===== src/sv/assert_macros.svh =====
`ifndef ASSERT_MACROS_SVH
`define ASSERT_MACROS_SVH

// Check a property on every rising edge outside reset
`define PFE_ASSERT(label, clk, rst_n, prop) \
    label: assert property (@(posedge clk) disable iff (!rst_n) (prop)) \
        else $error("pfe assertion failed");

// Check that a condition never holds outside reset
`define PFE_NEVER(label, clk, rst_n, cond) \
    label: assert property (@(posedge clk) disable iff (!rst_n) !(cond)) \
        else $error("pfe forbidden condition seen");

`endif


===== src/sv/pfe_pkg.sv =====
package pfe_pkg;

    localparam int LETTER_W    = 5;
    localparam int CELL_W      = 5;
    localparam int NUM_CELLS   = 25;
    localparam int NUM_LETTERS = 26;

    localparam logic [LETTER_W-1:0] LETTER_I    = 5'd8;
    localparam logic [LETTER_W-1:0] LETTER_J    = 5'd9;
    localparam logic [LETTER_W-1:0] LETTER_X    = 5'd23;
    localparam logic [LETTER_W-1:0] LAST_LETTER = 5'd25;
    localparam logic [CELL_W-1:0]   FULL_COUNT  = 5'd25;

    typedef enum logic [1:0] {
        ACT_KEY      = 2'd0,
        ACT_KEY_DONE = 2'd1,
        ACT_TEXT     = 2'd2,
        ACT_TEXT_END = 2'd3
    } action_t;

    typedef enum logic [2:0] {
        ST_IDLE,
        ST_FILL,
        ST_POS,
        ST_SQR,
        ST_OUT0,
        ST_OUT1
    } state_t;

    // Memory requests from the controller to the square stores
    typedef struct packed {
        logic                wr_en;
        logic [CELL_W-1:0]   wr_cell;
        logic [LETTER_W-1:0] wr_letter;
        logic [LETTER_W-1:0] pos_rd_a;
        logic [LETTER_W-1:0] pos_rd_b;
        logic [CELL_W-1:0]   sq_rd_a;
        logic [CELL_W-1:0]   sq_rd_b;
    } sq_req_t;

    // Registered read data from the square stores
    typedef struct packed {
        logic [CELL_W-1:0]   pos_a;
        logic [CELL_W-1:0]   pos_b;
        logic [LETTER_W-1:0] sq_a;
        logic [LETTER_W-1:0] sq_b;
    } sq_rsp_t;

    typedef struct packed {
        logic [CELL_W-1:0] cell_a;
        logic [CELL_W-1:0] cell_b;
    } cell_pair_t;

    function automatic logic [LETTER_W-1:0] fold_j(input logic [LETTER_W-1:0] l);
        return (l == LETTER_J) ? LETTER_I : l;
    endfunction

    // Map the pad register to a legal letter: out of range acts as X, J as I
    function automatic logic [LETTER_W-1:0] pad_value(input logic [LETTER_W-1:0] p);
        logic [LETTER_W-1:0] v;
        v = (p > LAST_LETTER) ? LETTER_X : p;
        return fold_j(v);
    endfunction

    function automatic logic [2:0] cell_row(input logic [CELL_W-1:0] p);
        logic [2:0] r;
        if (p >= 5'd20)
            r = 3'd4;
        else if (p >= 5'd15)
            r = 3'd3;
        else if (p >= 5'd10)
            r = 3'd2;
        else if (p >= 5'd5)
            r = 3'd1;
        else
            r = 3'd0;
        return r;
    endfunction

    function automatic logic [CELL_W-1:0] row_base(input logic [2:0] r);
        return CELL_W'({r, 2'b00}) + CELL_W'(r);
    endfunction

    function automatic logic [2:0] step_wrap(input logic [2:0] v);
        return (v >= 3'd4) ? 3'd0 : v + 3'd1;
    endfunction

    // Apply the pair rules: same column, then same row, then rectangle swap
    function automatic cell_pair_t encrypt_cells(input logic [CELL_W-1:0] pa,
                                                 input logic [CELL_W-1:0] pb);
        logic [2:0] ra;
        logic [2:0] rb;
        logic [2:0] ca;
        logic [2:0] cb;
        cell_pair_t res;
        ra = cell_row(pa);
        rb = cell_row(pb);
        ca = 3'(pa - row_base(ra));
        cb = 3'(pb - row_base(rb));
        if (ca == cb) begin
            res.cell_a = row_base(step_wrap(ra)) + CELL_W'(ca);
            res.cell_b = row_base(step_wrap(rb)) + CELL_W'(cb);
        end
        else if (ra == rb) begin
            res.cell_a = row_base(ra) + CELL_W'(step_wrap(ca));
            res.cell_b = row_base(rb) + CELL_W'(step_wrap(cb));
        end
        else begin
            res.cell_a = row_base(ra) + CELL_W'(cb);
            res.cell_b = row_base(rb) + CELL_W'(ca);
        end
        return res;
    endfunction

endpackage


===== src/sv/pfe_square.sv =====
module pfe_square
    import pfe_pkg::*;
(
    input  logic    clk,
    input  sq_req_t req,
    output sq_rsp_t rsp
);

    logic [LETTER_W-1:0] square_mem [NUM_CELLS];
    logic [CELL_W-1:0]   pos_mem    [NUM_LETTERS];

    // Write the cell and its reverse lookup together
    always_ff @(posedge clk)
    begin
        if (req.wr_en)
        begin
            square_mem[req.wr_cell] <= req.wr_letter;
            pos_mem[req.wr_letter]  <= req.wr_cell;
        end
    end

    // Read two positions and two cells each cycle into registered outputs
    always_ff @(posedge clk)
    begin
        rsp.pos_a <= pos_mem[req.pos_rd_a];
        rsp.pos_b <= pos_mem[req.pos_rd_b];
        rsp.sq_a  <= square_mem[req.sq_rd_a];
        rsp.sq_b  <= square_mem[req.sq_rd_b];
    end

endmodule


===== src/sv/playfair_cipher_encrypt.sv =====
// Playfair encryptor for letters coded A=0..Z=25. Key letters (action 0) build the 5x5
// square, key-done (action 1) completes it, text letters (action 2) are paired and each
// closed pair yields two cipher letters, the second flagged by last; text-end (action 3)
// pads an odd leftover with pad_letter. One item is in work at a time. Key letters, a
// first text letter and items that change nothing finish in their accept cycle. Key-done
// then steps through the alphabet, one letter per cycle, to fill the remaining cells through
// the square memory's single write port. An item that closes a pair reads both letter
// positions in its accept cycle; ST_POS then reads both cipher cells from the square memory,
// ST_SQR registers them, then ST_OUT0 and ST_OUT1 each hold one result until out_ready.
// Reset leaves the square memories unwritten; no text is encrypted before a key-done, so
// no clearing pass is needed.
`include "assert_macros.svh"

module playfair_cipher_encrypt
    import pfe_pkg::*;
(
    input  logic                clk,
    input  logic                rst_n,
    input  logic                cfg_we,
    input  logic [LETTER_W-1:0] cfg_wdata,
    input  logic                in_valid,
    output logic                in_ready,
    input  logic [1:0]          action,
    input  logic [LETTER_W-1:0] letter,
    output logic                out_valid,
    input  logic                out_ready,
    output logic [LETTER_W-1:0] cipher_letter,
    output logic                last
);

    state_t                 state_reg, state_next;
    logic [LETTER_W-1:0]    pad_reg;
    logic [NUM_LETTERS-1:0] used_reg, used_next;
    logic [CELL_W-1:0]      fill_reg, fill_next;
    logic                   complete_reg, complete_next;
    logic [LETTER_W-1:0]    pending_reg, pending_next;
    logic                   pending_valid_reg, pending_valid_next;
    logic [LETTER_W-1:0]    fill_idx_reg, fill_idx_next;
    logic [LETTER_W-1:0]    res0_reg, res0_next;
    logic [LETTER_W-1:0]    res1_reg, res1_next;

    sq_req_t                req;
    sq_rsp_t                rsp;
    cell_pair_t             pair;
    logic [LETTER_W-1:0]    in_letter;
    logic [LETTER_W-1:0]    pad_letter_eff;
    logic                   letter_ok;
    logic [NUM_LETTERS-1:0] used_base;
    logic [CELL_W-1:0]      fill_base;

    pfe_square u_square (
        .clk (clk),
        .req (req),
        .rsp (rsp)
    );

    assign in_letter      = fold_j(letter);
    assign pad_letter_eff = pad_value(pad_reg);
    assign letter_ok      = (letter <= LAST_LETTER);
    assign pair           = encrypt_cells(rsp.pos_a, rsp.pos_b);

    // A key letter on a complete square starts over from an empty square
    assign used_base = complete_reg ? '0 : used_reg;
    assign fill_base = complete_reg ? '0 : fill_reg;

    // Hold the pad register
    always_ff @(posedge clk or negedge rst_n)
    begin
        if (!rst_n)
            pad_reg <= LETTER_X;
        else if (cfg_we)
            pad_reg <= cfg_wdata;
    end

    // Advance control state
    always_ff @(posedge clk or negedge rst_n)
    begin
        if (!rst_n)
        begin
            state_reg         <= ST_IDLE;
            used_reg          <= '0;
            fill_reg          <= '0;
            complete_reg      <= 1'b0;
            pending_reg       <= '0;
            pending_valid_reg <= 1'b0;
            fill_idx_reg      <= '0;
        end
        else
        begin
            state_reg         <= state_next;
            used_reg          <= used_next;
            fill_reg          <= fill_next;
            complete_reg      <= complete_next;
            pending_reg       <= pending_next;
            pending_valid_reg <= pending_valid_next;
            fill_idx_reg      <= fill_idx_next;
        end
    end

    // Hold result letters
    always_ff @(posedge clk)
    begin
        res0_reg <= res0_next;
        res1_reg <= res1_next;
    end

    // Sequence items through the square memories
    always_comb
    begin
        state_next         = state_reg;
        used_next          = used_reg;
        fill_next          = fill_reg;
        complete_next      = complete_reg;
        pending_next       = pending_reg;
        pending_valid_next = pending_valid_reg;
        fill_idx_next      = fill_idx_reg;
        res0_next          = res0_reg;
        res1_next          = res1_reg;
        req                = '0;
        in_ready           = 1'b0;
        out_valid          = 1'b0;
        cipher_letter      = res0_reg;
        last               = 1'b0;

        unique case (state_reg)
            ST_IDLE:
            begin
                in_ready = 1'b1;
                if (in_valid)
                begin
                    unique case (action_t'(action))
                        ACT_KEY:
                        begin
                            if (letter_ok)
                            begin
                                used_next     = used_base;
                                fill_next     = fill_base;
                                complete_next = 1'b0;
                                if (complete_reg)
                                    pending_valid_next = 1'b0;
                                if (fill_base < FULL_COUNT && !used_base[in_letter])
                                begin
                                    req.wr_en     = 1'b1;
                                    req.wr_cell   = fill_base;
                                    req.wr_letter = in_letter;
                                    used_next     = used_base
                                                    | (NUM_LETTERS'(1) << in_letter);
                                    fill_next     = fill_base + 1'b1;
                                end
                            end
                        end
                        ACT_KEY_DONE:
                        begin
                            if (!complete_reg)
                            begin
                                fill_idx_next = '0;
                                state_next    = ST_FILL;
                            end
                        end
                        ACT_TEXT:
                        begin
                            if (letter_ok && complete_reg)
                            begin
                                if (!pending_valid_reg)
                                begin
                                    pending_next       = in_letter;
                                    pending_valid_next = 1'b1;
                                end
                                else
                                begin
                                    req.pos_rd_a = pending_reg;
                                    if (in_letter == pending_reg)
                                        req.pos_rd_b = pad_letter_eff;
                                    else
                                    begin
                                        req.pos_rd_b       = in_letter;
                                        pending_valid_next = 1'b0;
                                    end
                                    state_next = ST_POS;
                                end
                            end
                        end
                        ACT_TEXT_END:
                        begin
                            if (complete_reg && pending_valid_reg)
                            begin
                                req.pos_rd_a       = pending_reg;
                                req.pos_rd_b       = pad_letter_eff;
                                pending_valid_next = 1'b0;
                                state_next         = ST_POS;
                            end
                        end
                    endcase
                end
            end
            ST_FILL:
            begin
                // Examine one letter per cycle and place it if unused, skipping J
                if (fill_idx_reg != LETTER_J && !used_reg[fill_idx_reg]
                    && fill_reg < FULL_COUNT)
                begin
                    req.wr_en     = 1'b1;
                    req.wr_cell   = fill_reg;
                    req.wr_letter = fill_idx_reg;
                    used_next     = used_reg | (NUM_LETTERS'(1) << fill_idx_reg);
                    fill_next     = fill_reg + 1'b1;
                end
                if (fill_idx_reg == LAST_LETTER)
                begin
                    complete_next = 1'b1;
                    state_next    = ST_IDLE;
                end
                else
                    fill_idx_next = fill_idx_reg + 1'b1;
            end
            ST_POS:
            begin
                req.sq_rd_a = pair.cell_a;
                req.sq_rd_b = pair.cell_b;
                state_next  = ST_SQR;
            end
            ST_SQR:
            begin
                res0_next  = rsp.sq_a;
                res1_next  = rsp.sq_b;
                state_next = ST_OUT0;
            end
            ST_OUT0:
            begin
                out_valid     = 1'b1;
                cipher_letter = res0_reg;
                if (out_ready)
                    state_next = ST_OUT1;
            end
            ST_OUT1:
            begin
                out_valid     = 1'b1;
                cipher_letter = res1_reg;
                last          = 1'b1;
                if (out_ready)
                    state_next = ST_IDLE;
            end
            default:
            begin
                state_next = ST_IDLE;
            end
        endcase
    end

    // Check controller invariants
    `PFE_NEVER(a_no_accept_while_output, clk, rst_n, in_ready && out_valid)
    `PFE_ASSERT(a_pos_then_sqr, clk, rst_n, (state_reg == ST_POS) |=> (state_reg == ST_SQR))
    `PFE_ASSERT(a_complete_full, clk, rst_n, complete_reg |-> (fill_reg == FULL_COUNT))
    `PFE_ASSERT(a_complete_from_fill, clk, rst_n, $rose(complete_reg) |-> $past(state_reg == ST_FILL))

endmodule

===== config.mk =====
export PLATFORM = sky130hd
export DESIGN_NAME = playfair_cipher_encrypt
export DESIGN_NICKNAME = d
export VERILOG_FILES = /design/src/sv/pfe_pkg.sv /design/src/sv/pfe_square.sv /design/src/sv/playfair_cipher_encrypt.sv
export VERILOG_INCLUDE_DIRS = /design/src /design/src/sv
export SDC_FILE = /design/constraint.sdc
export NUM_CORES = 1
export LEC_CHECK = 0
export BUFFER_PORTS_ARGS = -buffer_cell sky130_fd_sc_hd__buf_2
export CAP_MARGIN = 15
export CORE_ASPECT_RATIO = 1.1
export CORE_MARGIN = 3
export CORE_UTILIZATION = 60
export DETAILED_ROUTE_END_ITERATION = 8
export PLACE_DENSITY = 0.74
export SLEW_MARGIN = 20
export SYNTH_ARGS = -nofsm -noshare
export SYNTH_HDL_FRONTEND = slang
export SYNTH_HIERARCHICAL = 1
export SYNTH_SLANG_ARGS = --single-unit

===== constraint.sdc =====
create_clock -name clk -period 6 [get_ports clk]
set_clock_uncertainty 0.1 [all_clocks]
set_input_delay 0.6 -clock clk [delete_from_list [all_inputs] [get_ports clk]]
set_output_delay 0.6 -clock clk [all_outputs]
set_load 0.02 [all_outputs]

# Word-level counts from Yosys, hierarchy flattened
# Memory sizes are Yosys's and may differ from the RTL's. A register that Yosys moved wholly into a read port is not among the register bits.
# Cells that the tools add are included.
[totals]
ff_bits = 61
latchBits = 0
ramBits = 255
romBits = 0
input_bits = 17
output_inout_bits = 8
elab_cells = 187
mem_count = 2
[mem_list]
columns = ["memory", "words", "width", "read_ports", "rd_ports_with_merged_regs", "wr", "line_no", "source"]
rows = [
  ["u_square.pos_mem", 26, 5, 2, 2, 1, "pfe_square.sv:10", "logic [CELL_W-1:0] pos_mem [NUM_LETTERS];"],
  ["u_square.square_mem", 25, 5, 2, 2, 1, "pfe_square.sv:9", "logic [LETTER_W-1:0] square_mem [NUM_CELLS];"],
]
[classes]
n_addsub = 19
n_mul = 0
div_mod_pow = 0
magnitude_cmp = 18
n_eq_ne = 34
shift = 2
muxes = 81
bitwise_logic = 3
n_reduce_logical = 18
[ops]
columns = ["cell", "n"]
rows = [
  ["26-bit 2-to-1 mux", 6],
  ["5-bit 2-to-1 mux", 15],
  ["10-bit 2-to-1 mux", 7],
  ["26-bit OR", 2],
  ["26-bit one-hot mux with 2 select lines", 1],
  ["1-bit by 5-bit left shift with 26-bit output (first input constant)", 2],
  ["5-bit by 3-bit adder with 5-bit output", 10],
  ["11-bit 2-to-1 mux", 4],
  ["3-bit 2-to-1 mux", 14],
  ["2-bit inequality test (second input constant)", 12],
  ["11-bit one-hot mux with 2 select lines", 1],
  ["21-bit 2-to-1 mux", 1],
  ["5-bit by 4-bit >= comparator with 1-bit output (second input constant)", 4],
  ["10-bit one-hot mux with 2 select lines", 1],
  ["5-bit one-hot mux with 2 select lines", 2],
  ["5-bit AND reduction", 4],
  ["1-bit 2-to-1 mux", 19],
  ["3-bit one-hot mux with 6 select lines", 1],
  ["5-bit by 1-bit adder with 5-bit output (second input constant)", 3],
  ["3-bit by 1-bit adder with 3-bit output (second input constant)", 4],
  ["3-bit >= comparator (second input constant)", 4],
  ["5-bit by 6-bit less-than comparator with 1-bit output (second input constant)", 2],
  ["3-bit inequality test (second input constant)", 4],
  ["1-bit binary-select mux with 5-bit select", 2],
  ["32 further kinds", 50],
]

# Longest topological paths before layout
# Gate-level depths: netlist of the first run.
[logic_depth]
word_depth = 13
mapped_depth = 25
mapped_depth_nobuf = 24

# By module
# The synthesis of the first run kept the hierarchy.
[modules_own_cells]
columns = ["module", "instances", "cells_each", "area_per_inst_um2", "seq_area_each_um2"]
rows = [
  ["pfe_square", 1, 804, 12704.7, 8057.7],
  ["playfair_cipher_encrypt", 1, 668, 5581.6, 1581.5],
]

# Least setup slack after synthesis of the first run
# OpenSTA, ideal clock, no wires.
[synth_path]
path_kind = "input-to-reg"
start = "in letter[1]"
end = "mem u_square.square_mem[24][0] (enable)"
setup_time_ps = 381
arrival_time_ps = 4781
required_time_ps = 5519
path_slack_ps = 737
path_stages = 15
path_buffers = 5
cell_sequence = "buf_2 > or4b_1 > buf_2 > and2_1 > buf_6 > mux2i_1 > o221ai_1 > a21oi_2 > buf_2 > ha_1 > nand2_1 > o21ai_0 > or3b_2 > clkbuf_1 > nor4bb_1"
[synth_lines]
columns = ["element", "line_no", "source"]
rows = [
  ["start, declared", "playfair_cipher_encrypt.sv:24", "input logic [LETTER_W-1:0] letter,"],
  ["end, declared", "pfe_square.sv:9", ""],
]

==> flow_metrics.tcl, run 1 <==
set metrics [dict create \
    dr_total_vias 13300 \
    worstMarginPinSlew_ns 0.896 \
    start_kind "flop" \
    leakagePower_nw 6.81 \
    worst-endpoint-required_ns 6.31 \
    slew_violations 0 \
    syn_to_final_growth_pct 10.9 \
    synth_area_sq_um 18300 \
    design_area_sq_um 20300 \
    grt_start_max_net_pins 52 \
    wl_met2_um 23600 \
    dr_wl_met3_um 4950 \
    fp.dieH_um 189 \
    numCtsBuffers 36 \
    h-tree-depth 2 \
    finalSetupTns_ns 0 \
    start_util_pct 61.3 \
    slew_headroom_pct 39.8 \
    antenna_found_initial 0 \
    grt_remaining_overflow 0 \
    syn_area_per_cell_sq_um 12.4 \
    hold_path.class "input port to asynchronous set/reset pin" \
    antenna_cells 0 \
    intPower_mw 5.04 \
    ys_seq_area_share_pct 52.7 \
    synthFlopType "edfxtp_1" \
    rows 66 \
    viasPerCell 6.85 \
    rsz0062_at_grt "no" \
    cts_root_buffer "clkbuf_16" \
    cp-startpoint "u_square/rsp[13]" \
    synth_edf_count 265 \
    critPathCaptureType "flop" \
    wl_per_cell_um 25.3 \
    die_area_sq_um 32600 \
    fin_nets 1556 \
    p_total_mw 7.63 \
    ios 25 \
    dp_hpwl_um 34100 \
    ant_nets 0 \
    dr.pass1.iters 6 \
    core_area_sq_um 29800 \
    hold_violations 0 \
    seqPwrFrac_pct 39.1 \
    numPlacedInstances 1863 \
    async_reset_ff_share_pct 15.2 \
    grt_pass1_vias 13000 \
    r2r-start "u_square/rsp[13]" \
    grt_pass1_wl_um 76200 \
    arrival_ns 5.99 \
    setup_viol 0 \
    routed_wl_um 48900 \
    cts_buffer_depth 3 \
    status "completed" \
    m1WireLength_um 18700 \
    top_layer_used "met4" \
    clkTransAtPathRegs_ns 0.06 \
    die_w_um 172 \
    drv.max_cap_violation_count 0 \
    finalCritPeriodShare_pct 94.7 \
    fill_cells 2131 \
    cts_tree "yes" \
    layout-drive-gt1-share_pct 20.6 \
    switching_share_pct 33.9 \
    netlist_instances 1472 \
    io_buffers 24 \
    layout_min_cycle_time_ns 5.68 \
    grt_usage_pct 30.4 \
    dpl_cell_area_sq_um 19000 \
    synthDistinctLibCells 78 \
    power.density_nw_per_um2 376 \
    fmax_mhz 176 \
    drc 0 \
    switching_power_mw 2.58 \
    yosysWarnings 6 \
    place.gp.congestion 0.958 \
    crit_type "flop to flop" \
    cts_sinks 336 \
    power_frac_clock_pct 28.4 \
    clock_latency_ns 0.52 \
    post-route-util_pct 68.0 \
    path_max_fanout 12 \
    ys_seq_elements 336 \
    drt_iter0_markers 2028 \
    worst_ir_drop_vdd_v 0.000230 \
    power_frac_comb_pct 32.5 \
    finalNonFillerCells 1936 \
    syn_nets 1526 \
    largest_reg_flops 130 \
]
## area by class of cell
type	count	area [sq um]	share of cell area, %
repair buffers	89	646	3.18
well taps	408	510	2.52
flip-flops and latches	336	9640	47.6
clock buffers	47	1040	5.11
inverters	46	173	0.852
clock inverters	17	136	0.673
multi-input cells	993	8130	40.1
## cells in the mapped netlist (25+ instances only)
| cell type | number | area share (%) |
|---|---|---|
| inv_1 | 46 | 0.94 |
| edfxtp_1 | 265 | 44 |
| clkbuf_1 | 48 | 0.99 |
| a21oi_1 | 62 | 1.7 |
| a31oi_1 | 25 | 0.86 |
| nor2_1 | 122 | 2.5 |
| mux4_2 | 77 | 9.5 |
| nor3_1 | 30 | 0.82 |
| ha_1 | 29 | 2.0 |
| mux2i_1 | 98 | 5.4 |
| nand3_1 | 32 | 0.88 |
| dfrtp_1 | 47 | 6.4 |
| mux2_2 | 40 | 2.5 |
| o21ai_0 | 55 | 1.5 |
| nand2_1 | 94 | 1.9 |
| o22ai_1 | 44 | 1.5 |
## metal layers
metal | up-vias | GRT usage, %
met5 | - | 0
met4 | 0 | 8.97
met3 | 129 | 5.78
met2 | 851 | 48.7
met1 | 6527 | 42.8
li1 | 5762 | -
## final timing paths
path / end / cells past startpoint / slack, ns
worst max register to register: u_square/rsp[2] / 22 / 0.32
worst min register to register: res1_reg[0] / 0 / 0.31
worst min-delay path: used_reg[2] / 2 / 0.10
worst max-delay path: u_square/rsp[2] / 22 / 0.32
min in group clk: pad_reg[0] / 2 / 0.21
max in group asynchronous: used_reg[20] / 2 / 5.24
## placed cells by master, fill, tap and decap left out, types with 18 or more instances in the layout
cell type / count
a21oi_1: 58
a31oi_1: 25
buf_2: 24
buf_4: 62
clkbuf_16: 39
dfrtp_1: 47
dfxtp_1: 20
edfxtp_1: 265
ha_1: 29
inv_1: 46
mux2_2: 40
mux2i_1: 98
mux4_2: 77
nand2_1: 94
nand3_1: 32
nand3b_1: 18
nor2_1: 119
nor2b_1: 19
nor3_1: 29
o21ai_0: 53
o22ai_1: 41
xnor2_1: 18
## per-stage QoR
stage	setup WS, ns	hold WS, ns
CTS	0.343	0.127
detailed placement	0.472	0.292
finish	0.318	0.104
floorplan	0.737	0.204
global placement	0.599	0.287
global route	0.00184	0.173
## cell families (layout without fill, tap and decap cells)
kind of cell               after synthesis  after routing  share of synthesized area (%)
xor gates and xnor gates                27             27                           1.33
buffers and inverters                  143            199                           3.61
DFF                                    336            336                           52.7
muxes                                  215            215                           17.3
and+or+nand+nor                        402            402                           10.8
AOI/OAI and AO/OA                      311            311                           11.4
adders and majority gates               38             38                           2.91
## power by group through the flow
stage / clock network (mW) / registers, mW / logic (mW)
final: 2.17 / 2.98 / 2.48
after floorplan: 0 / 2.89 / 1.76
after global placement: 0 / 3.01 / 2.34
after CTS: 2.20 / 2.97 / 2.41
after global routing: 2.29 / 3.01 / 2.70
after detailed placement: 0 / 3.02 / 2.38
## critical path, cell delays in order, from the launching register on
cell and delay, ns:
dfxtp_1 0.42, inv_1 0.11, maj3_1 0.38, a221oi_2 0.27
buf_4 0.19, nor2b_1 0.07, ha_1 0.17, inv_1 0.07
fa_1 0.19, xor2_1 0.17, xnor2_1 0.13, buf_4 0.18
nand2_1 0.06, mux2i_1 0.15, ha_1 0.18, inv_1 0.06
fa_1 0.54, a211oi_4 0.67, buf_4 0.37, mux4_2 0.53
nor2b_1 0.16, a211oi_1 0.27, o21ai_1 0.10
## what timing repair did
item,CTS,global route
buffers inserted,0,9
endpoints found under the setup margin,0,2
resized for setup,0,0
hold buffers,0,0
endpoints found under the hold margin,0,0
Power figures use the tool's default switching activity.
==> inputs of run 2 (changes only) <==
--- a/config.mk
+++ b/config.mk
@@ -11,8 +11,10 @@
 export CORE_ASPECT_RATIO = 1.1
 export CORE_MARGIN = 3
 export CORE_UTILIZATION = 60
+export CTS_CLUSTER_DIAMETER = 60
 export DETAILED_ROUTE_END_ITERATION = 8
-export PLACE_DENSITY = 0.74
+export MAX_ROUTING_LAYER = met4
+export PLACE_DENSITY_LB_ADDON = 0.12
 export SLEW_MARGIN = 20
 export SYNTH_ARGS = -nofsm -noshare
 export SYNTH_HDL_FRONTEND = slang
==> flow_metrics.tcl, run 2 (same netlist as run 1, synthesis figures left out) <==
set metrics [dict create \
    start_util_pct 61.3 \
    layout_common_cells "edfxtp_1 (265), nor2_1 (119), mux2i_1 (98)" \
    regArea_sq_um 9640 \
    grt_remaining_overflow 0 \
    slowest_stage "mux4_2" \
    worst-endpoint-required_ns 6.31 \
    grt_usage_pct 30.7 \
    power.density_nw_per_um2 380 \
    numCtsBuffers 38 \
    start_kind "flop" \
    slew_headroom_pct 35.0 \
    crit_type "flop to flop" \
    drc 0 \
    finalNonFillerCells 1928 \
    layout_min_cycle_time_ns 5.53 \
    cts-hold-fix-buffers 0 \
    fin_nets 1545 \
    cts_setup_buffers 0 \
    crit_chain "nor2_1, o21ai_0, a211o_1, and2_1, ha_1, inv_1, fa_1, xnor2_1, xnor2_2, inv_1, fa_1, inv_1, fa_1, or3_1, a21oi_2, buf_12, mux4_2, mux2_2, o311a_1" \
    largest_reg_flops 130 \
    seqPwrFrac_pct 38.3 \
    cts_root_buffer "clkbuf_16" \
    drt_iter0_markers 1491 \
    hold_path.class "input port to asynchronous set/reset pin" \
    clkTransAtPathRegs_ns 0.06 \
    core_area_sq_um 29800 \
    viasPerCell 6.68 \
    dp_hpwl_um 34300 \
    status "completed" \
    die_area_sq_um 32600 \
    power_frac_comb_pct 31.8 \
    syn_to_final_growth_pct 11.0 \
    grt_pass1_wl_um 74400 \
    rsz0062_at_grt "no" \
    wl_per_cell_um 24.9 \
    leakagePower_nw 6.81 \
    critPathCaptureType "flop" \
    drv.max_cap_violation_count 0 \
    path_max_fanout 26 \
    worstMarginPinSlew_ns 0.971 \
    fp.dieH_um 189 \
    fmax_mhz 181 \
    antenna_cells 0 \
    final_common_cell "edfxtp_1" \
    finalCritPeriodShare_pct 92.1 \
    cts_buffer_depth 3 \
    fill_cells 2145 \
    grt_pass1_vias 12800 \
    slew_violations 0 \
    numPlacedInstances 1859 \
    antenna_found_initial 0 \
    power_frac_clock_pct 29.9 \
    cts_tree "yes" \
    routed_wl_um 47900 \
    hold_violations 0 \
    worst_ir_drop_vdd_v 0.000271 \
    grt_start_max_net_pins 52 \
    setup_viol 0 \
    rows 66 \
    cts_resized 0 \
    switching_share_pct 33.1 \
    clock_latency_ns 0.53 \
    cpPeakStageDelay_ns 0.53 \
    dr.pass1.iters 5 \
    ios 25 \
    ant_nets 0 \
    intPower_mw 5.17 \
    h-tree-depth 2 \
    die_w_um 172 \
    layout-drive-gt1-share_pct 20.2 \
    crit_family "adder cells" \
    switching_power_mw 2.55 \
    io_buffers 24 \
    cts_sinks 336 \
    finalSetupTns_ns 0 \
    arrival_ns 5.83 \
    multiInputGateArea_sq_um 8150 \
    crit_buf_inv 4 \
    dr_total_vias 12900 \
    place.gp.congestion 1.01 \
]
==> run 2: cell count changes in the layout (fill, tap and decap cells not counted), moves of 2 or more <==
cell       delta
clkinv_2      +2
xnor2_1       -2
clkinv_4      -2
clkbuf_1      +2
bufinv_16     +2
buf_4        -15
xnor2_2       +2
buf_12        +2
clkbuf_16     +2
==> run 2: final timing paths <==
path	startpoint	endpoint	slack [ns]	cells after the start
max	u_square/rsp[16]	u_square/rsp[7]	0.47	19
min	rst_n	pad_reg[3]	0.11	2
max reg2reg	u_square/rsp[16]	u_square/rsp[7]	0.47	19
min reg2reg	u_square/rsp[9]	res0_reg[4]	0.31	0
max in group asynchronous	rst_n	used_reg[8]	5.25	2
min in group clk	cfg_wdata[3]	pad_reg[3]	0.22	2
==> run 2: power groups by stage <==
stage | Sequential, mW | Clock (mW) | Combinational (mW)
6_report | 2.96 | 2.31 | 2.46
3_5_place_dp | 2.99 | 0 | 2.42
5_1_grt | 2.98 | 2.44 | 2.68
2_1_floorplan | 2.89 | 0 | 1.76
4_1_cts | 2.95 | 2.35 | 2.43
3_3_place_gp | 2.99 | 0 | 2.38
==> run 2: per-layer routing <==
metal	vias up	global-route usage, %	routed length, um
li1	5738	-	-
met5	-	-	0
met2	636	49.7	24000
met1	6379	39.5	18300
met3	129	4.70	3520
met4	0	11.7	2080
==> run 2: layout make-up <==
class                           instances  share of cell area (%)
Clock buffer                           50                    5.32
Clock inverter                         19                   0.912
Inverter                               46                   0.850
Multi-Input combinational cell        993                    40.1
Sequential cell                       336                    47.5
Tap cell                              408                    2.51
Timing Repair Buffer                   76                    2.82
==> run 2: per-stage QoR <==
step / util, % / hold WS (ns) / total power [mW] / area (sq um) / worst slack, ns
floorplan: - / 0.204 / 4.65 / 18300 / 0.737
global placement: 63.8 / 0.288 / 5.37 / 19000 / 0.455
detailed placement: 63.8 / 0.291 / 5.41 / 19000 / 0.286
CTS: 68.1 / 0.115 / 7.73 / 20300 / 0.280
global route: 68.1 / 0.148 / 8.10 / 20300 / 0.0999
finish: 68.1 / 0.107 / 7.72 / 20300 / 0.473
==> run 2: worst register-to-register path, delay by kind of cell, from the launching register on <==
| family | cells | cell delay (ns) |
|---|---|---|
| and+or+nand+nor | 3 | 0.68 |
| muxes | 2 | 0.82 |
| AOI/OAI and AO/OA | 4 | 0.91 |
| buffers and inverters | 4 | 0.44 |
| xor gates and xnor gates | 2 | 0.54 |
| DFF | 1 | 0.44 |
| adders and majority gates | 4 | 1.47 |
